## src/hdl/lcdws_pkg.sv

```systemverilog
// shared types and constants of the character lcd write sequencer
`timescale 1ns / 1ps

package lcdws_pkg;

    // field widths of the item channels
    localparam int FUNC_W = 2;
    localparam int BYTE_W = 8;
    localparam int ROW_W  = 3;
    localparam int COL_W  = 6;
    localparam int HOLD_W = 16;

    // apb port geometry
    localparam int APB_ADDR_W = 4;
    localparam int APB_DATA_W = 32;

    // function codes of an input item
    localparam logic [FUNC_W-1:0] FUNC_CMD  = 2'd0;
    localparam logic [FUNC_W-1:0] FUNC_CHAR = 2'd1;
    localparam logic [FUNC_W-1:0] FUNC_MOVE = 2'd2;
    localparam logic [FUNC_W-1:0] FUNC_NONE = 2'd3;

    // row codes for a cursor move
    localparam logic [ROW_W-1:0] ROW_0 = 3'd0;
    localparam logic [ROW_W-1:0] ROW_1 = 3'd1;
    localparam logic [ROW_W-1:0] ROW_2 = 3'd2;
    localparam logic [ROW_W-1:0] ROW_3 = 3'd3;

    // ddram address offsets and the set-address command
    localparam logic [BYTE_W-1:0] ROW1_OFS  = 8'h40;
    localparam logic [BYTE_W-1:0] ROW2_OFS  = 8'h14;
    localparam logic [BYTE_W-1:0] ROW3_OFS  = 8'h54;
    localparam logic [BYTE_W-1:0] SET_DDRAM = 8'h80;

    // port latch halves
    localparam logic [BYTE_W-1:0] NIB_LO_MASK = 8'h0F;
    localparam logic [BYTE_W-1:0] NIB_HI_MASK = 8'hF0;

    // register indexes (word address bits)
    localparam logic [1:0] REG_FOUR_BIT  = 2'd0;
    localparam logic [1:0] REG_NIB_UPPER = 2'd1;
    localparam logic [1:0] REG_HOLD      = 2'd2;

    // register reset values
    localparam logic              FOUR_BIT_RST  = 1'b0;
    localparam logic              NIB_UPPER_RST = 1'b1;
    localparam logic [HOLD_W-1:0] HOLD_RST      = 16'd1000;

    // classified write queued between front and back
    typedef struct packed {
        logic              rs;
        logic [BYTE_W-1:0] val;
    } t_cmd;

    // configuration seen by the back end
    typedef struct packed {
        logic              four_bit;
        logic              nib_upper;
        logic [HOLD_W-1:0] hold;
    } t_cfg;

endpackage

```

## src/hdl/lcdws_if.sv

```systemverilog
// item channel interfaces of the character lcd write sequencer
`timescale 1ns / 1ps

interface lcdws_in_if import lcdws_pkg::*; ();
    logic              valid;
    logic              ready;
    logic [FUNC_W-1:0] func;
    logic [BYTE_W-1:0] byte_value;
    logic [ROW_W-1:0]  row;
    logic [COL_W-1:0]  col;

    modport source (output valid, func, byte_value, row, col, input ready);
    modport sink   (input valid, func, byte_value, row, col, output ready);
endinterface

interface lcdws_out_if import lcdws_pkg::*; ();
    logic              valid;
    logic              ready;
    logic              reg_select;
    logic              read_write;
    logic              enable;
    logic [BYTE_W-1:0] data_bus;
    logic              last;

    modport source (output valid, reg_select, read_write, enable, data_bus, last,
                    input ready);
    modport sink   (input valid, reg_select, read_write, enable, data_bus, last,
                    output ready);
endinterface

```

## src/hdl/lcd_parallel_write_sequencer.sv

```systemverilog
// Character LCD parallel write sequencer. Each input item (command byte, display character
// or cursor move) becomes a series of pin-phase items on the output: four phases on an
// 8-bit bus, seven on a 4-bit bus, the last one flagged. Each phase is held for the
// configured hold (a hold of zero acts as one) by the hold counter in the back-end
// sequencer, and a phase also waits while the output is not ready. Items with the unused
// function code are accepted and produce nothing. A small queue between the classifying
// front end and the sequencer lets input accept while phases are still being played out.
// Configuration is to be written through the APB port only while the block is idle; the
// block itself does not enforce this.
`timescale 1ns / 1ps

module lcd_parallel_write_sequencer import lcdws_pkg::*; #(
    parameter int QUEUE_DEPTH = 2
) (
    input  logic                  i_clk,
    input  logic                  i_rst_n,
    lcdws_in_if.sink              i_in,
    lcdws_out_if.source           o_out,
    input  logic                  i_psel,
    input  logic                  i_penable,
    input  logic                  i_pwrite,
    input  logic [APB_ADDR_W-1:0] i_paddr,
    input  logic [APB_DATA_W-1:0] i_pwdata,
    output logic [APB_DATA_W-1:0] o_prdata,
    output logic                  o_pready
);

    t_cfg cfg;
    logic push;
    t_cmd push_cmd;
    logic full;
    logic pop;
    logic head_valid;
    t_cmd head_cmd;

    // configuration registers
    lcdws_cfg u_cfg (
        .i_clk     (i_clk),
        .i_rst_n   (i_rst_n),
        .i_psel    (i_psel),
        .i_penable (i_penable),
        .i_pwrite  (i_pwrite),
        .i_paddr   (i_paddr),
        .i_pwdata  (i_pwdata),
        .o_prdata  (o_prdata),
        .o_pready  (o_pready),
        .o_cfg     (cfg)
    );

    // accept and classify
    lcdws_front u_front (
        .i_in   (i_in),
        .i_full (full),
        .o_push (push),
        .o_cmd  (push_cmd)
    );

    // decoupling queue
    lcdws_queue #(
        .DEPTH (QUEUE_DEPTH)
    ) u_queue (
        .i_clk      (i_clk),
        .i_rst_n    (i_rst_n),
        .i_push     (push),
        .i_push_cmd (push_cmd),
        .o_full     (full),
        .i_pop      (pop),
        .o_valid    (head_valid),
        .o_cmd      (head_cmd)
    );

    // phase sequencer
    lcdws_back u_back (
        .i_clk       (i_clk),
        .i_rst_n     (i_rst_n),
        .i_cfg       (cfg),
        .i_cmd_valid (head_valid),
        .i_cmd       (head_cmd),
        .o_pop       (pop),
        .o_out       (o_out)
    );

endmodule

```

## src/hdl/lcdws_cfg.sv

```systemverilog
// apb configuration registers of the character lcd write sequencer
`timescale 1ns / 1ps

module lcdws_cfg import lcdws_pkg::*; (
    input  logic                  i_clk,
    input  logic                  i_rst_n,
    input  logic                  i_psel,
    input  logic                  i_penable,
    input  logic                  i_pwrite,
    input  logic [APB_ADDR_W-1:0] i_paddr,
    input  logic [APB_DATA_W-1:0] i_pwdata,
    output logic [APB_DATA_W-1:0] o_prdata,
    output logic                  o_pready,
    output t_cfg                  o_cfg
);

    logic              r_four_bit;
    logic              r_nib_upper;
    logic [HOLD_W-1:0] r_hold;
    logic              wr_en;
    logic [1:0]        reg_idx;

    assign wr_en    = i_psel & i_penable & i_pwrite;
    assign reg_idx  = i_paddr[3:2];
    assign o_pready = 1'b1;

    // register writes in the access cycle
    always_ff @(posedge i_clk) begin
        if (!i_rst_n) begin
            r_four_bit  <= FOUR_BIT_RST;
            r_nib_upper <= NIB_UPPER_RST;
            r_hold      <= HOLD_RST;
        end else if (wr_en) begin
            unique case (reg_idx)
                REG_FOUR_BIT:  r_four_bit  <= i_pwdata[0];
                REG_NIB_UPPER: r_nib_upper <= i_pwdata[0];
                REG_HOLD:      r_hold      <= i_pwdata[HOLD_W-1:0];
                default: ;
            endcase
        end
    end

    // read back
    always_comb begin
        unique case (reg_idx)
            REG_FOUR_BIT:  o_prdata = {{(APB_DATA_W-1){1'b0}}, r_four_bit};
            REG_NIB_UPPER: o_prdata = {{(APB_DATA_W-1){1'b0}}, r_nib_upper};
            REG_HOLD:      o_prdata = {{(APB_DATA_W-HOLD_W){1'b0}}, r_hold};
            default:       o_prdata = '0;
        endcase
    end

    assign o_cfg = '{four_bit: r_four_bit, nib_upper: r_nib_upper, hold: r_hold};

endmodule

```

## src/hdl/lcdws_front.sv

```systemverilog
// front end: accepts input items and turns them into register writes
`timescale 1ns / 1ps

module lcdws_front import lcdws_pkg::*; (
    lcdws_in_if.sink i_in,
    input  logic     i_full,
    output logic     o_push,
    output t_cmd     o_cmd
);

    logic [BYTE_W-1:0] col_ext;
    logic [BYTE_W-1:0] addr;

    assign col_ext = {{(BYTE_W-COL_W){1'b0}}, i_in.col};

    // ddram address for a cursor move, unknown rows go home
    always_comb begin
        unique case (i_in.row)
            ROW_0:   addr = col_ext;
            ROW_1:   addr = col_ext + ROW1_OFS;
            ROW_2:   addr = col_ext + ROW2_OFS;
            ROW_3:   addr = col_ext + ROW3_OFS;
            default: addr = '0;
        endcase
    end

    // classify: cursor moves become commands, unused code is dropped
    always_comb begin
        if (i_in.func == FUNC_MOVE) begin
            o_cmd.rs  = 1'b0;
            o_cmd.val = SET_DDRAM | addr;
        end else begin
            o_cmd.rs  = i_in.func[0];
            o_cmd.val = i_in.byte_value;
        end
    end

    assign i_in.ready = ~i_full;
    assign o_push     = i_in.valid & ~i_full & (i_in.func != FUNC_NONE);

endmodule

```

## src/hdl/lcdws_queue.sv

```systemverilog
// small fifo of classified writes between front and back
`timescale 1ns / 1ps

module lcdws_queue import lcdws_pkg::*; #(
    parameter int DEPTH = 2
) (
    input  logic i_clk,
    input  logic i_rst_n,
    input  logic i_push,
    input  t_cmd i_push_cmd,
    output logic o_full,
    input  logic i_pop,
    output logic o_valid,
    output t_cmd o_cmd
);

    localparam int PTR_W = (DEPTH > 1) ? $clog2(DEPTH) : 1;
    localparam int CNT_W = $clog2(DEPTH + 1);

    t_cmd             r_mem [DEPTH];
    logic [PTR_W-1:0] r_wr_ptr;
    logic [PTR_W-1:0] r_rd_ptr;
    logic [CNT_W-1:0] r_count;

    function automatic logic [PTR_W-1:0] ptr_inc(input logic [PTR_W-1:0] p);
        return (p == PTR_W'(DEPTH - 1)) ? '0 : p + 1'b1;
    endfunction

    // entry storage
    always_ff @(posedge i_clk) begin
        if (i_push) begin
            r_mem[r_wr_ptr] <= i_push_cmd;
        end
    end

    // pointers and fill level
    always_ff @(posedge i_clk) begin
        if (!i_rst_n) begin
            r_wr_ptr <= '0;
            r_rd_ptr <= '0;
            r_count  <= '0;
        end else begin
            if (i_push) begin
                r_wr_ptr <= ptr_inc(r_wr_ptr);
            end
            if (i_pop) begin
                r_rd_ptr <= ptr_inc(r_rd_ptr);
            end
            case ({i_push, i_pop})
                2'b10:   r_count <= r_count + 1'b1;
                2'b01:   r_count <= r_count - 1'b1;
                default: r_count <= r_count;
            endcase
        end
    end

    assign o_full  = (r_count == CNT_W'(DEPTH));
    assign o_valid = (r_count != '0);
    assign o_cmd   = r_mem[r_rd_ptr];

endmodule

```

## src/hdl/lcdws_back.sv

```systemverilog
// back end: steps each write through its pin phases with a hold counter
`timescale 1ns / 1ps

module lcdws_back import lcdws_pkg::*; (
    input  logic          i_clk,
    input  logic          i_rst_n,
    input  t_cfg          i_cfg,
    input  logic          i_cmd_valid,
    input  t_cmd          i_cmd,
    output logic          o_pop,
    lcdws_out_if.source   o_out
);

    typedef enum logic [2:0] {
        PH_RS    = 3'd0,
        PH_E1_HI = 3'd1,
        PH_D1    = 3'd2,
        PH_E1_LO = 3'd3,
        PH_E2_HI = 3'd4,
        PH_D2    = 3'd5,
        PH_E2_LO = 3'd6
    } t_phase;

    t_phase            r_phase;
    logic              r_busy;
    t_cmd              r_cmd;
    logic [HOLD_W-1:0] r_hold;
    logic [BYTE_W-1:0] r_latch;
    logic              r_en;
    logic              r_out_valid;
    logic              r_out_rs;
    logic              r_out_en;
    logic [BYTE_W-1:0] r_out_data;
    logic              r_out_last;

    logic              emit;
    logic              is_last;
    logic              n_en;
    logic [BYTE_W-1:0] n_latch;
    logic [HOLD_W-1:0] hold_load;

    function automatic logic [BYTE_W-1:0] place_nib(input logic [BYTE_W-1:0] latch,
                                                    input logic [3:0] nib,
                                                    input logic upper);
        return upper ? ({nib, 4'h0} | (latch & NIB_LO_MASK))
                     : ({4'h0, nib} | (latch & NIB_HI_MASK));
    endfunction

    // next phase once the hold has run out and the output slot is free
    assign emit      = r_busy && (r_hold == '0) && (!r_out_valid || o_out.ready);
    assign o_pop     = i_cmd_valid && (!r_busy || (emit && is_last));
    assign hold_load = (i_cfg.hold == '0) ? '0 : i_cfg.hold - 1'b1;

    // pin levels for the current phase
    always_comb begin
        n_en    = r_en;
        n_latch = r_latch;
        is_last = 1'b0;
        unique case (r_phase)
            PH_RS: ;
            PH_E1_HI: n_en = 1'b1;
            PH_D1: begin
                if (i_cfg.four_bit) begin
                    n_latch = place_nib(r_latch, r_cmd.val[7:4], i_cfg.nib_upper);
                end else begin
                    n_latch = r_cmd.val;
                end
            end
            PH_E1_LO: begin
                n_en    = 1'b0;
                is_last = ~i_cfg.four_bit;
            end
            PH_E2_HI: n_en = 1'b1;
            PH_D2:    n_latch = place_nib(r_latch, r_cmd.val[3:0], i_cfg.nib_upper);
            PH_E2_LO: begin
                n_en    = 1'b0;
                is_last = 1'b1;
            end
            default: ;
        endcase
    end

    // sequencer state, pin state and output register
    always_ff @(posedge i_clk) begin
        if (!i_rst_n) begin
            r_phase     <= PH_RS;
            r_busy      <= 1'b0;
            r_hold      <= '0;
            r_latch     <= '0;
            r_en        <= 1'b0;
            r_out_valid <= 1'b0;
        end else begin
            if (o_pop) begin
                r_busy <= 1'b1;
                r_cmd  <= i_cmd;
            end else if (emit && is_last) begin
                r_busy <= 1'b0;
            end
            if (emit) begin
                r_en        <= n_en;
                r_latch     <= n_latch;
                r_out_valid <= 1'b1;
                r_out_rs    <= r_cmd.rs;
                r_out_en    <= n_en;
                r_out_data  <= n_latch;
                r_out_last  <= is_last;
                r_hold      <= hold_load;
                r_phase     <= is_last ? PH_RS : t_phase'(r_phase + 3'd1);
            end else begin
                if (o_out.ready) begin
                    r_out_valid <= 1'b0;
                end
                if (r_hold != '0) begin
                    r_hold <= r_hold - 1'b1;
                end
            end
        end
    end

    assign o_out.valid      = r_out_valid;
    assign o_out.reg_select = r_out_rs;
    assign o_out.read_write = 1'b0;
    assign o_out.enable     = r_out_en;
    assign o_out.data_bus   = r_out_data;
    assign o_out.last       = r_out_last;

    // no phase leaves before its hold has run out
    a_hold_respected: assert property (@(posedge i_clk) disable iff (!i_rst_n)
        r_hold != '0 |-> !emit)
        else $error("phase emitted during hold");

    // a transfer ends only on the closing enable-low phase of its mode
    a_last_phase: assert property (@(posedge i_clk) disable iff (!i_rst_n)
        emit && is_last |-> (r_phase == PH_E1_LO && !i_cfg.four_bit) || r_phase == PH_E2_LO)
        else $error("transfer ended on wrong phase");

    // the final phase of each item leaves the strobe low
    a_last_strobe_low: assert property (@(posedge i_clk) disable iff (!i_rst_n)
        r_out_valid && r_out_last |-> !r_out_en)
        else $error("enable high on final phase");

    // an idle sequencer waits at the first phase
    a_idle_phase: assert property (@(posedge i_clk) disable iff (!i_rst_n)
        !r_busy |-> r_phase == PH_RS)
        else $error("idle sequencer off first phase");

endmodule
```

## src/flat_wrapper.sv

```systemverilog
// flat-port wrapper written by rule: the top's interface ports become plain ports
module lcd_parallel_write_sequencer_flat import lcdws_pkg::*;
#(
    parameter int QUEUE_DEPTH = 2
)
  (i_clk, i_rst_n, i_psel, i_penable, i_pwrite, i_paddr, i_pwdata, o_prdata, o_pready, i_in_valid, i_in_func, i_in_byte_value, i_in_row, i_in_col, i_in_ready, o_out_valid, o_out_reg_select, o_out_read_write, o_out_enable, o_out_data_bus, o_out_last, o_out_ready);
  lcdws_in_if i_in_i ();
  lcdws_out_if o_out_i ();
  input  logic i_clk;
  input  logic i_rst_n;
  input  logic i_psel;
  input  logic i_penable;
  input  logic i_pwrite;
  input  logic [APB_ADDR_W-1:0] i_paddr;
  input  logic [APB_DATA_W-1:0] i_pwdata;
  output logic [APB_DATA_W-1:0] o_prdata;
  output logic o_pready;
  input wire logic [$bits(i_in_i.valid)-1:0] i_in_valid;
  input wire logic [$bits(i_in_i.func)-1:0] i_in_func;
  input wire logic [$bits(i_in_i.byte_value)-1:0] i_in_byte_value;
  input wire logic [$bits(i_in_i.row)-1:0] i_in_row;
  input wire logic [$bits(i_in_i.col)-1:0] i_in_col;
  output wire logic [$bits(i_in_i.ready)-1:0] i_in_ready;
  output wire logic [$bits(o_out_i.valid)-1:0] o_out_valid;
  output wire logic [$bits(o_out_i.reg_select)-1:0] o_out_reg_select;
  output wire logic [$bits(o_out_i.read_write)-1:0] o_out_read_write;
  output wire logic [$bits(o_out_i.enable)-1:0] o_out_enable;
  output wire logic [$bits(o_out_i.data_bus)-1:0] o_out_data_bus;
  output wire logic [$bits(o_out_i.last)-1:0] o_out_last;
  input wire logic [$bits(o_out_i.ready)-1:0] o_out_ready;
  assign i_in_i.valid = i_in_valid;
  assign i_in_i.func = i_in_func;
  assign i_in_i.byte_value = i_in_byte_value;
  assign i_in_i.row = i_in_row;
  assign i_in_i.col = i_in_col;
  assign i_in_ready = i_in_i.ready;
  assign o_out_valid = o_out_i.valid;
  assign o_out_reg_select = o_out_i.reg_select;
  assign o_out_read_write = o_out_i.read_write;
  assign o_out_enable = o_out_i.enable;
  assign o_out_data_bus = o_out_i.data_bus;
  assign o_out_last = o_out_i.last;
  assign o_out_i.ready = o_out_ready;
  lcd_parallel_write_sequencer #(.QUEUE_DEPTH(QUEUE_DEPTH)) u_core (.i_clk(i_clk), .i_rst_n(i_rst_n), .i_in(i_in_i), .o_out(o_out_i), .i_psel(i_psel), .i_penable(i_penable), .i_pwrite(i_pwrite), .i_paddr(i_paddr), .i_pwdata(i_pwdata), .o_prdata(o_prdata), .o_pready(o_pready));
endmodule
```

## config.mk

```make
export PLATFORM = sky130hd
export DESIGN_NAME = lcd_parallel_write_sequencer_flat
export DESIGN_NICKNAME = d
export VERILOG_FILES = /design/src/hdl/lcdws_pkg.sv /design/src/hdl/lcdws_if.sv /design/src/hdl/lcd_parallel_write_sequencer.sv /design/src/hdl/lcdws_cfg.sv /design/src/hdl/lcdws_front.sv /design/src/hdl/lcdws_queue.sv /design/src/hdl/lcdws_back.sv /design/src/flat_wrapper.sv
export SDC_FILE = /design/constraint.sdc
export NUM_CORES = 1
export LEC_CHECK = 0
export BUFFER_PORTS_ARGS = -buffer_cell sky130_fd_sc_hd__buf_2
export CAP_MARGIN = 20
export CORE_UTILIZATION = 45
export CTS_BUF_LIST = sky130_fd_sc_hd__clkbuf_8
export DETAILED_ROUTE_END_ITERATION = 7
export PLACE_DENSITY = 0.72
export SYNTH_ARGS = -nofsm -noshare
export SYNTH_HDL_FRONTEND = slang
export SYNTH_HIERARCHICAL = 1
export SYNTH_SLANG_ARGS = --single-unit
```

## constraint.sdc

```tcl
create_clock -name i_clk -period 3 [get_ports i_clk]
set_input_delay 0.9 -clock i_clk [delete_from_list [all_inputs] [get_ports i_clk]]
set_output_delay 0.9 -clock i_clk [all_outputs]
set_load 0.02 [all_outputs]
```

## After elaboration in Yosys (flattened, before gate mapping)

Memory sizes are Yosys's and may differ from the RTL's. A register that Yosys moved wholly into a read port is not among the register bits.
Index checks and enable logic that the tools add are counted.

| operators by class | value |
|---|---|
| bitwise logic cells | 10 |
| add/sub/neg operators | 10 |
| equal/unequal tests | 16 |
| reductions and logical operators | 25 |
| mux-type cells | 22 |

Operators by type and width:

| cell | number |
|---|---|
| 16-bit 2-to-1 mux | 3 |
| 16-bit one-hot mux with 3 select lines | 1 |
| 16-bit logical NOT | 2 |
| 16-bit by 1-bit subtractor with 16-bit output (second input constant) | 2 |
| 7-bit one-hot mux with 4 select lines | 1 |
| 8-bit 2-to-1 mux | 3 |
| 4-bit by 8-bit bitwise OR with 8-bit output | 2 |
| 8-bit by 4-bit bitwise OR with 8-bit output | 2 |
| 8-bit one-hot mux with 2 select lines | 1 |
| 16-bit nonzero test | 1 |
| 6-bit by 7-bit adder with 7-bit output (second input constant) | 2 |
| 3-bit by 2-bit equality test with 1-bit output (second input constant) | 4 |
| 2-bit AND reduction | 5 |
| 2-bit nonzero test | 5 |
| 3-bit equality test (second input constant) | 3 |
| 9-bit 2-to-1 mux | 1 |
| 2-bit equality test (second input constant) | 4 |
| 1-bit 2-to-1 mux | 8 |
| 6-bit by 5-bit adder with 7-bit output (second input constant) | 1 |
| 3-bit by 1-bit equality test with 1-bit output (second input constant) | 2 |
| 1-bit AND | 4 |
| 2-bit by 1-bit equality test with 1-bit output (second input constant) | 2 |
| 1-bit logical AND | 4 |
| 1-bit one-hot mux with 2 select lines | 2 |
| 13 further kinds | 18 |

| word-level totals | value |
|---|---|
| bits of input ports | 62 |
| RAM bits | 18 |
| memories kept | 1 |
| logic and storage cells | 100 |
| register bits after elaboration | 63 |
| output and inout port bits | 47 |

Memories:

| memory | words | width | read ports | clocked after memory_dff | wr ports | RTL line | RTL |
|---|---|---|---|---|---|---|---|
| u_core.u_queue.r_mem | 2 | 9 | 1 | 1 | 1 | lcdws_queue.sv:20 | `t_cmd r_mem [DEPTH];` |

## Depth between registers and ports, before layout

Gate-level depths: netlist (run 1).

| depth | value |
|---|---|
| depth after elaboration | 8 |
| mapped depth | 11 |
| depth with buffers taken out | 11 |

## By module

Netlist (run 1), hierarchy kept.

By module, submodules not included:

| module | cells an instance | instances | sequential area each (µm²) | area each (µm²) |
|---|---|---|---|---|
| lcdws_back | 294 | 1 | 1201.2 | 2697.6 |
| lcdws_cfg | 123 | 1 | 360.3 | 1022.2 |
| lcdws_queue | 50 | 1 | 640.6 | 865.8 |
| lcdws_front | 32 | 1 | 0.0 | 242.7 |

## Least setup slack after synthesis (run 1)

Ideal clock, no wire load.

| timing | value |
|---|---|
| kind | reg-to-reg |
| from | register u_core.u_back.r_hold[6] |
| to | register u_core/u_back/r_cmd[0] (netlist name) (enable) |
| buffers on the path | 0 |
| data required time | 2.611 ns |
| setup slack | 0.191 ns |
| library setup time | 0.389 ns |
| data arrival time | 2.421 ns |
| period minus slack after synthesis | 2.809 ns |
| cell stages (with the launch flop) | 6 |
| path through | dfxtp_1 > nor4_2 > nand4_1 > nor2_2 > a21boi_0 > nor3b_1 |

| on the way | value |
|---|---|
| word-level cells in the longest chain between the ends | 7 |

RTL lines:

| item | RTL line | RTL |
|---|---|---|
| from (decl) | lcdws_back.sv:27 | `logic [HOLD_W-1:0] r_hold;` |
| from (signal assigned) | lcdws_back.sv:107 | `r_hold <= hold_load;` |
| from (signal assigned) | lcdws_back.sv:114 | `r_hold <= r_hold - 1'b1;` |
| 16-bit logical NOT | lcdws_back.sv:50 | `assign emit = r_busy && (r_hold == '0) && (!r_out_valid \|\| o_out.ready);` |
| 1-bit logical AND (2 in series) | lcdws_back.sv:50 |  |
| 1-bit logical AND | lcdws_back.sv:51 | `assign o_pop = i_cmd_valid && (!r_busy \|\| (emit && is_last));` |
| 1-bit logical OR | lcdws_back.sv:51 |  |
| 1-bit logical AND | lcdws_back.sv:51 |  |
| 2-bit AND reduction (no line) | n/a |  |
| to (signal assigned) | lcdws_back.sv:95 | `r_cmd <= i_cmd;` |
| to (decl) | lcdws_back.sv:26 | `t_cmd r_cmd;` |

Every way passes these cells.
A chain may end at the register's enable or synchronous reset.

## Worst setup path after layout (run 1)

| timing | value |
|---|---|
| from | register u_core.u_back.r_hold[10] |
| to | register u_core.u_queue.r_count[1] |

| on the way | value |
|---|---|
| word-level cells in the longest chain between the ends | 8 |
| elaborated cells on any way between the ends | 10 |
| classes of those cells | 2 x eq/ne; 1 x mux; 7 x reduce/logical |

RTL lines:

| item | RTL line | RTL |
|---|---|---|
| 16-bit logical NOT (*) | lcdws_back.sv:50 |  |
| 1-bit logical AND (*) (2 in series) | lcdws_back.sv:50 |  |
| 1-bit logical AND (*) | lcdws_back.sv:51 |  |
| 1-bit logical OR (*) | lcdws_back.sv:51 |  |
| 1-bit logical AND (*) | lcdws_back.sv:51 |  |
| via u_core.pop | lcd_parallel_write_sequencer.sv:32 | `logic pop;` |
| 2-bit by 1-bit equality test with 1-bit output or 2-bit equality test (tied branches) | lcdws_queue.sv:49 | `case ({i_push, i_pop})` |
| 2-bit one-hot mux with 2 select lines or 2-bit nonzero test (tied branches) | n/a |  |
| to (signal assigned) | lcdws_queue.sv:50 | `2'b10: r_count <= r_count + 1'b1;` |
| to (signal assigned) | lcdws_queue.sv:51 | `2'b01: r_count <= r_count - 1'b1;` |
| to (signal assigned) | lcdws_queue.sv:52 | `default: r_count <= r_count;` |
| to (decl) | lcdws_queue.sv:23 | `logic [CNT_W-1:0] r_count;` |

The timed path passes the listed nets; every way through them passes the cells marked *.

==> run metrics, run 1 <==
status completed; MaxCap Viol Count 0; Synth Register Bits just over 90; Syn Inst Count 499; Commonest cells post-synth nand2_1 (66), dfxtp_1 (53), edfxtp_1 (38); I/O Pins 109; max_slew headroom 0.436; GR Overflow Total 0; via count roughly 3700; RSZ-0062 raised after global routing no; Yosys warning total 6; DRT antenna net count 0; placed cell count approximately 700; antenna diode count 0; setup bufs post-CTS 0; Post-synth EDFFs 38; worst vdd ir 255 µV; fin area approximately 5500 µm²; nets roughly 650; Filler Cell Count 950; P_leak about 2.2 nW; Clock transition at path regs ~0.1 ns; largest area contributor in the netlist edfxtp_1; Synth async-reset ratio 0; fin. max-slew vios 0; total power draw roughly 0.0037 W; fin cells between 700 and 800; largest net degree at the start of global routing 38; Port-buffer cells 72; WL/cell 13.8 µm; Syn Area/Cell 9.68 µm²; CTS tree yes; share of cells above drive strength 1 0.229; clk sink count just over 90; CTS Buf Count 9; most common cell in the netlist nand2_1; area growth from synthesis to layout 13.7%; WP data arrival 3.00 ns; effective utilization at floorplan 0.466; final WL between 9000 and 10000 µm; Pwr Density 671 nW/µm²; max frequency 371 MHz; first-pass GRT wire length about 16000 µm; worst-skew pair later-pin latency 0.37 ns; vias in the first global route 3516; DIE AREA 11100 µm²; post-CTS sizing 0; hpwl dp 7290 µm; Via density ~5.2; Hold Vio Cnt, Final 0; crit path kind register to register; predominant post-synthesis flop cell dfxtp_1; TritonRoute pass-1 iters 4; worst-path fanout max 6; RePlAce Congestion 0.888; die height ~110 µm; Final Skew roughly 0.0088 ns; crit end category register; Final Critical Period between 2 and 3 ns; clk buf depth 2; cts hold-fix bufs 0; gr usage total 0.182; Multi-input gate area about 2300 µm²; Netlist cell types 66; Final setup viols 0; worst-margin pin slew ~0.84 ns; root buf cell clkbuf_8; Tcrit/Tclk final 0.898; total core area between 10000 and 15000 µm²; num rows 37; initial antenna violation count 0; Chip Width 106 µm; Syn Std Cell Area 4830 µm²; Iter 0 DRT Violations about 170; placed cell area around 5300 µm²; number of cells on the worst hold path 0; ranking of synthesized cells by area edfxtp_1 (24%), dfxtp_1 (22%), nand2_1 (5.1%); DRC 0; Seq/Total Area, Yosys 0.456; critical path launch point type register; H-tree levels 3; Reg area approximately 2200 µm²; share of the synthesized area in the top cell type 0.236; Critical Path RT about 3.3 ns; R2R depth 8; setup TNS 0 ns; worst hold path class register to register
==> path summary, 6_finish.rpt <==
check                                start  slack, ns                             end
setup / recovery  u_core/u_back/r_hold[10]       0.31       u_core/u_queue/r_count[1]
hold / removal      u_core/u_back/r_cmd[8]       0.43  u_core/u_back/o_out.reg_select
setup reg to reg  u_core/u_back/r_hold[10]       0.31       u_core/u_queue/r_count[1]
hold reg to reg     u_core/u_back/r_cmd[8]       0.43  u_core/u_back/o_out.reg_select
==> area by class of cell <==
class / instances / share of cell area
clock buffer: 9 / 0.0226
clock inverter: 7 / 0.0160
inverter: 23 / 0.0157
multi-input combinational: 361 / 0.425
sequential: 91 / 0.401
tap: 136 / 0.0310
timing repair buffer: 89 / 0.0884
==> report_power, final <==
part	internal, W	total [W]	switching (W)
registers	0.00150	0.00165	0.000152
clock network	0.000407	0.000886	0.000479
logic	0.000517	0.00115	0.000629
==> worst max-delay path, stage by stage (launching register included) <==
cell and delay (ns):
dfxtp_1 0.37, nor4_1 0.49, nand4_1 0.32, nor2_2 0.18, a21boi_0 0.18, nor2b_1 0.24
ha_1 0.30, or3_1 0.38, a21boi_1 0.16
==> placed cells by master, fill, tap and decap left out, types with 13 or more instances in the layout <==
cell / Yosys / routed
edfxtp_1: 38 / 38
buf_4: 20 / 16
nor3_1: 13 / 13
conb_1: 3 / 18
nand3_1: 19 / 19
inv_1: 23 / 23
buf_2: 5 / 73
and2_1: 21 / 21
mux2i_1: 14 / 14
xor2_1: 13 / 13
a21oi_1: 20 / 20
xnor2_1: 15 / 15
dfxtp_1: 53 / 53
nand2_1: 66 / 66
nor2_1: 24 / 24
==> per-stage QoR <==
| stage | hold WS [ns] | setup slack [ns] | utilization |
|---|---|---|---|
| 6_report | 0.432 | 0.307 | 0.529 |
| 5_1_grt | 0.457 | 0.236 | 0.529 |
| 4_1_cts | 0.441 | 0.0652 | 0.529 |
| 3_5_place_dp | 0.418 | 0.0643 | 0.509 |
| 3_3_place_gp | 0.404 | 0.139 | 0.509 |
| 2_1_floorplan | 0.400 | 0.191 | - |
==> metal layers <==
layer / wire [µm] / GRT usage / vias to the layer above
met5: 0 / 0 / -
met4: 167 / 0.100 / 0
met3: 445 / 0.0266 / 14
met2: 4610 / 0.286 / 101
met1: 4660 / 0.243 / 1745
li1: - / - / 1873
==> flip-flops by register name (all words and copies together) (netlist names), 2 cells and up, named ones only <==
signal,flops
u_core/u_queue/r_count,2
u_core/u_cfg/r_hold,16
u_core/u_back/r_phase,3
u_core/u_back/o_out.data_bus,8
u_core/u_back/r_latch,8
u_core/u_back/r_hold,16
u_core/u_back/r_cmd,9
u_core/u_queue/r_mem,18
==> cell families after synthesis <==
group                      Yosys count  share of synthesized area
other                                3                    0.00233
AOI/OAI and AO/OA                   75                      0.112
and+or+nand+nor                    206                      0.229
buffers and inverters               62                     0.0720
adders and majority gates           10                     0.0259
xor gates and xnor gates            28                     0.0508
muxes                               24                     0.0523
DFF                                 91                      0.456
Note: power is estimated with default switching activity, not from simulation.
==> run 2, diff against run 1 <==
--- a/config.mk
+++ b/config.mk
@@ -7,6 +7,7 @@
 export LEC_CHECK = 0
 export BUFFER_PORTS_ARGS = -buffer_cell sky130_fd_sc_hd__buf_2
 export CAP_MARGIN = 20
+export CORE_MARGIN = 4
 export CORE_UTILIZATION = 45
 export CTS_BUF_LIST = sky130_fd_sc_hd__clkbuf_8
 export DETAILED_ROUTE_END_ITERATION = 7
==> run metrics, run 2 (synthesis results as in run 1) <==
Final setup viols 0 (unchanged); largest net degree at the start of global routing 38 (unchanged); crit path cell chain inv_1 > ha_1 > nor3b_1 > nand4_1 > nor2_2 > a21boi_0 > nor2b_1 > ha_1 > or3_1 > a21boi_1 (was nor4_1 > nand4_1 > nor2_2 > a21boi_0 > nor2b_1 > ha_1 > or3_1 > a21boi_1); final WL 10100 µm (was 9890 µm); worst hold path class register to register (unchanged); Tcrit/Tclk final 0.886 (was 0.898); Critical Path RT 3.30 ns (about the same); die height 112 µm (was 106 µm); RePlAce Congestion 0.838 (was 0.888); total power draw 0.00362 W (was 0.00368 W); WP buf/inv 1 (was 0); I/O Pins 109 (unchanged); Hold Vio Cnt, Final 0 (unchanged); DIE AREA 12500 µm² (was 11100 µm²); commonest non-fill, non-tap cell in the layout buf_2 (unchanged); clk sink count 91 (unchanged); max FFs per register 18 (unchanged); WP data arrival 2.96 ns (was 3.00 ns); status completed (unchanged); Top reg by flops u_core/u_queue/r_mem (unchanged); worst vdd ir 303 µV (was 255 µV); Final Skew 0.00890 ns (was 0.00881 ns); setup bufs post-CTS 0 (unchanged); gr usage total 0.161 (was 0.182); initial antenna violation count 0 (unchanged); Chip Width 112 µm (was 106 µm); P_leak 2.19 nW (was 2.20 nW); TritonRoute pass-1 iters 5 (was 4); effective utilization at floorplan 0.466 (unchanged); fin cells 714 (was 716); clk buf depth 2 (unchanged); DRT antenna net count 0 (unchanged); num rows 37 (unchanged); hpwl dp 7610 µm (was 7290 µm); MaxCap Viol Count 0 (unchanged); vias in the first global route 3580 (was 3516); crit end category register (unchanged); crit path kind register to register (unchanged); fin area 5460 µm² (was 5490 µm²); fin. max-slew vios 0 (unchanged); H-tree levels 3 (unchanged); total core area 10400 µm² (unchanged); cts hold-fix bufs 0 (unchanged); via count 3740 (was 3733); post-CTS sizing 0 (unchanged); critical path launch point type register (unchanged); area growth from synthesis to layout 13.1% (was 13.7%); top cell family by delay on the critical path simple AND/OR/NAND/NOR gates (unchanged); Pwr Density 664 nW/µm² (was 671 nW/µm²); first-pass GRT wire length 16700 µm (was 16200 µm); setup TNS 0 ns (unchanged); root buf cell clkbuf_8 (unchanged); antenna diode count 0 (unchanged); nets 645 (was 647); Largest regs u_core/u_queue/r_mem: 18 flops, u_core/u_back/r_hold: 16 flops, u_core/u_cfg/r_hold: 16 flops (unchanged); CTS tree yes (unchanged); worst-skew pair later-pin latency 0.37 ns (about the same); RSZ-0062 raised after global routing no (unchanged); Via density 5.24 (was 5.21); crit-path most repeated cell ha_1; Clock transition at path regs 0.10 ns (about the same); placed cell count 697 (was 699); DRC 0 (unchanged); slowest cell on the critical path or3_1 (was nor4_1); worst-margin pin slew 0.955 ns (was 0.842 ns); CTS Buf Count 9 (unchanged); share of cells above drive strength 1 0.227 (was 0.229); Final Critical Period 2.66 ns (was 2.69 ns); worst-path fanout max 5 (was 6); placed cell area 5260 µm² (was 5270 µm²); GR Overflow Total 0 (unchanged); Iter 0 DRT Violations 218 (was 174); max incr delay on CP 0.38 ns (was 0.49 ns); max frequency 376 MHz (was 371 MHz); WL/cell 14.2 µm (was 13.8 µm); Port-buffer cells 72 (unchanged); commonest non-fill, non-tap cells in the layout buf_2 (73), nand2_1 (66), dfxtp_1 (53) (unchanged); max_slew headroom 0.361 (was 0.436)
## run 2: cell type report
type / instances / area, µm²
timing repair buffer: 87 / 470
clock buffer: 9 / 124
inverter: 23 / 86.3
fill: 999 / 4910
clock inverter: 7 / 71.3
multi-input combinational: 361 / 2330
sequential: 91 / 2200
tap: 136 / 170
## run 2: stage by stage
step | worst slack [ns] | hold WS, ns | util
after floorplan | 0.191 | 0.400 | -
after global placement | 0.179 | 0.404 | 0.507
after detailed placement | 0.107 | 0.405 | 0.507
after CTS | 0.213 | 0.427 | 0.526
after global routing | 0.0715 | 0.461 | 0.526
final | 0.342 | 0.428 | 0.526
## run 2: worst paths after layout
check | from | cells past startpoint | slack [ns] | endpoint
hold / removal | u_core/u_back/r_cmd[8] | 0 | 0.43 | u_core/u_back/o_out.reg_select
hold reg to reg | u_core/u_back/r_cmd[8] | 0 | 0.43 | u_core/u_back/o_out.reg_select
setup reg to reg | u_core/u_back/r_hold[0] | 10 | 0.34 | u_core/u_queue/r_count[1]
setup / recovery | u_core/u_back/r_hold[0] | 10 | 0.34 | u_core/u_queue/r_count[1]
## run 2: power by group
part | switching, W | internal [W]
Combinational | 0.000636 | 0.000515
Sequential | 0.000154 | 0.00150
Clock | 0.000489 | 0.000330
## run 2: routing by layer
layer / vias up / global-route usage / wire, µm
li1: 1883 / - / -
met2: 111 / 0.260 / 4590
met3: 13 / 0.0234 / 492
met4: 0 / 0.0616 / 189
met1: 1733 / 0.221 / 4850
met5: - / 0 / 0
==> run 3, diff against run 2 <==
--- a/config.mk
+++ b/config.mk
@@ -10,8 +10,9 @@
 export CORE_MARGIN = 4
 export CORE_UTILIZATION = 45
 export CTS_BUF_LIST = sky130_fd_sc_hd__clkbuf_8
+export CTS_CLUSTER_SIZE = 14
 export DETAILED_ROUTE_END_ITERATION = 7
-export PLACE_DENSITY = 0.72
+export PLACE_DENSITY_LB_ADDON = 0.3
 export SYNTH_ARGS = -nofsm -noshare
 export SYNTH_HDL_FRONTEND = slang
 export SYNTH_HIERARCHICAL = 1
==> constraint.sdc (replaced) <==
create_clock -name i_clk -period 3.1 [get_ports i_clk]
set_input_delay 0.93 -clock i_clk [delete_from_list [all_inputs] [get_ports i_clk]]
set_output_delay 0.93 -clock i_clk [all_outputs]
set_load 0.02 [all_outputs]
==> run metrics, run 3 (synthesis results as in run 1) <==
status completed (unchanged); RePlAce Congestion 0.889 (was 0.838); initial antenna violation count 0 (unchanged); setup bufs post-CTS 0 (unchanged); Pwr Density 639 nW/µm² (was 664 nW/µm²); crit path kind input pin to output port (was register to register); share of cells above drive strength 1 0.225 (was 0.227); Iter 0 DRT Violations 148 (was 218); clk buf depth 2 (unchanged); RSZ-0062 raised after global routing no (unchanged); Hold Vio Cnt, Final 0 (unchanged); crit path cell chain buf_2 > nor2b_2 > buf_4 > and2_1 > buf_2 (was inv_1 > ha_1 > nor3b_1 > nand4_1 > nor2_2 > a21boi_0 > nor2b_1 > ha_1 > or3_1 > a21boi_1); commonest non-fill, non-tap cell in the layout buf_2 (unchanged); worst hold path class register to register (unchanged); Top reg by flops u_core/u_queue/r_mem (unchanged); top cell family by delay on the critical path buffers and inverters (was simple AND/OR/NAND/NOR gates); Final Critical Period between 2 and 3 ns; Critical Path RT 2.17 ns (was 3.30 ns); Tcrit/Tclk final 0.866; post-route setup slack 0.414 ns (was 0.342 ns); H-tree levels 3 (unchanged); critical path launch point type input pin (was register); DRT antenna net count 0 (unchanged); CTS Buf Count 9 (unchanged); vias in the first global route 3492 (was 3580); DRC 0 (unchanged); Final setup viols 0 (unchanged); placed cell area 5250 µm² (was 5260 µm²); Hold Slack 0.430 ns (was 0.428 ns); fin area 5460 µm² (about the same); WP buf/inv 3 (was 1); effective utilization at floorplan 0.466 (unchanged); slowest cell on the critical path buf_4 (was or3_1); max frequency between 300 and 400 MHz; DIE AREA 12500 µm² (unchanged); crit-path most repeated cell buf_2 (was ha_1); WL/cell 13.8 µm (was 14.2 µm); Chip Width 112 µm (unchanged); die height 112 µm (unchanged); max incr delay on CP 0.22 ns (was 0.38 ns); num rows 37 (unchanged); max FFs per register 18 (unchanged); setup TNS 0 ns (unchanged); fin. max-slew vios 0 (unchanged); Final Skew 0.0110 ns (was 0.00890 ns); clk sink count 91 (unchanged); total core area 10400 µm² (unchanged); P_leak 2.18 nW (was 2.19 nW); WP data arrival 1.76 ns (was 2.96 ns); Largest regs u_core/u_queue/r_mem: 18 flops, u_core/u_back/r_hold: 16 flops, u_core/u_cfg/r_hold: 16 flops (unchanged); first-pass GRT wire length 16600 µm (was 16700 µm); commonest non-fill, non-tap cells in the layout buf_2 (73), nand2_1 (66), dfxtp_1 (53) (unchanged); R2R Setup Slk 0.42 ns (was 0.34 ns); Port-buffer cells 72 (unchanged); root buf cell clkbuf_8 (unchanged); worst-path fanout max 23 (was 5); worst vdd ir 308 µV (was 303 µV); nets 644 (was 645); post-CTS sizing 0 (unchanged); CTS tree yes (unchanged); Via density 5.13 (was 5.24); worst-margin pin slew 0.918 ns (was 0.955 ns); largest net degree at the start of global routing 38 (unchanged); worst-skew pair later-pin latency 0.36 ns (was 0.37 ns); hpwl dp 7470 µm (was 7610 µm); TritonRoute pass-1 iters 5 (unchanged); DP Worst Slack 0.200 ns (was 0.107 ns); cts hold-fix bufs 0 (unchanged); area growth from synthesis to layout 13.0% (was 13.1%); final WL 9860 µm (was 10100 µm); via count 3655 (was 3740); GR Overflow Total 0 (unchanged); Clock transition at path regs 0.10 ns (about the same); max_slew headroom 0.385 (was 0.361); MaxCap Viol Count 0 (unchanged); I/O Pins 109 (unchanged); antenna diode count 0 (unchanged); gr usage total 0.160 (was 0.161); crit end category output port (was register)
run 3: metrics by stage:
stage                util  cells  power (W)
floorplan               -    514    0.00244
global placement    0.506    696    0.00267
detailed placement  0.506    696    0.00270
CTS                 0.526    712    0.00350
global route        0.526    713    0.00372
finish              0.526    713    0.00349
run 3: cell type report:
| type | instances | area, µm² |
|---|---|---|
| fill | 955 | 4910 |
| timing repair buffer | 86 | 463 |
| multi-input combinational | 361 | 2330 |
| inverter | 23 | 86.3 |
| clock inverter | 7 | 76.3 |
| tap | 136 | 170 |
| sequential | 91 | 2200 |
| clock buffer | 9 | 124 |
run 3: worst paths after layout:
| check | from | to | cells after the start |
|---|---|---|---|
| worst max-delay path | i_paddr[2] | o_prdata[15] | 5 |
| worst min-delay path | u_core/u_back/r_cmd[8] | u_core/u_back/o_out.reg_select | 0 |
| worst max register to register | u_core/u_back/r_hold[0] | u_core/u_queue/r_count[1] | 10 |
| worst min register to register | u_core/u_back/r_cmd[8] | u_core/u_back/o_out.reg_select | 0 |
run 3: power breakdown:
group / internal [W] / switching [W] / total [W]
clock: 0.000321 / 0.000472 / 0.000792
sequential: 0.00145 / 0.000142 / 0.00159
combinational: 0.000499 / 0.000600 / 0.00110
total: 0.00227 / 0.00121 / 0.00349
run 3: metal layers:
layer  global-route usage  wire length (µm)  vias up
met2                0.245              4370      109
met4               0.0479               128        0
met1                0.226              4720     1664
li1                     -                 -     1870
met5                    0                 0        -
met3               0.0375               640       12
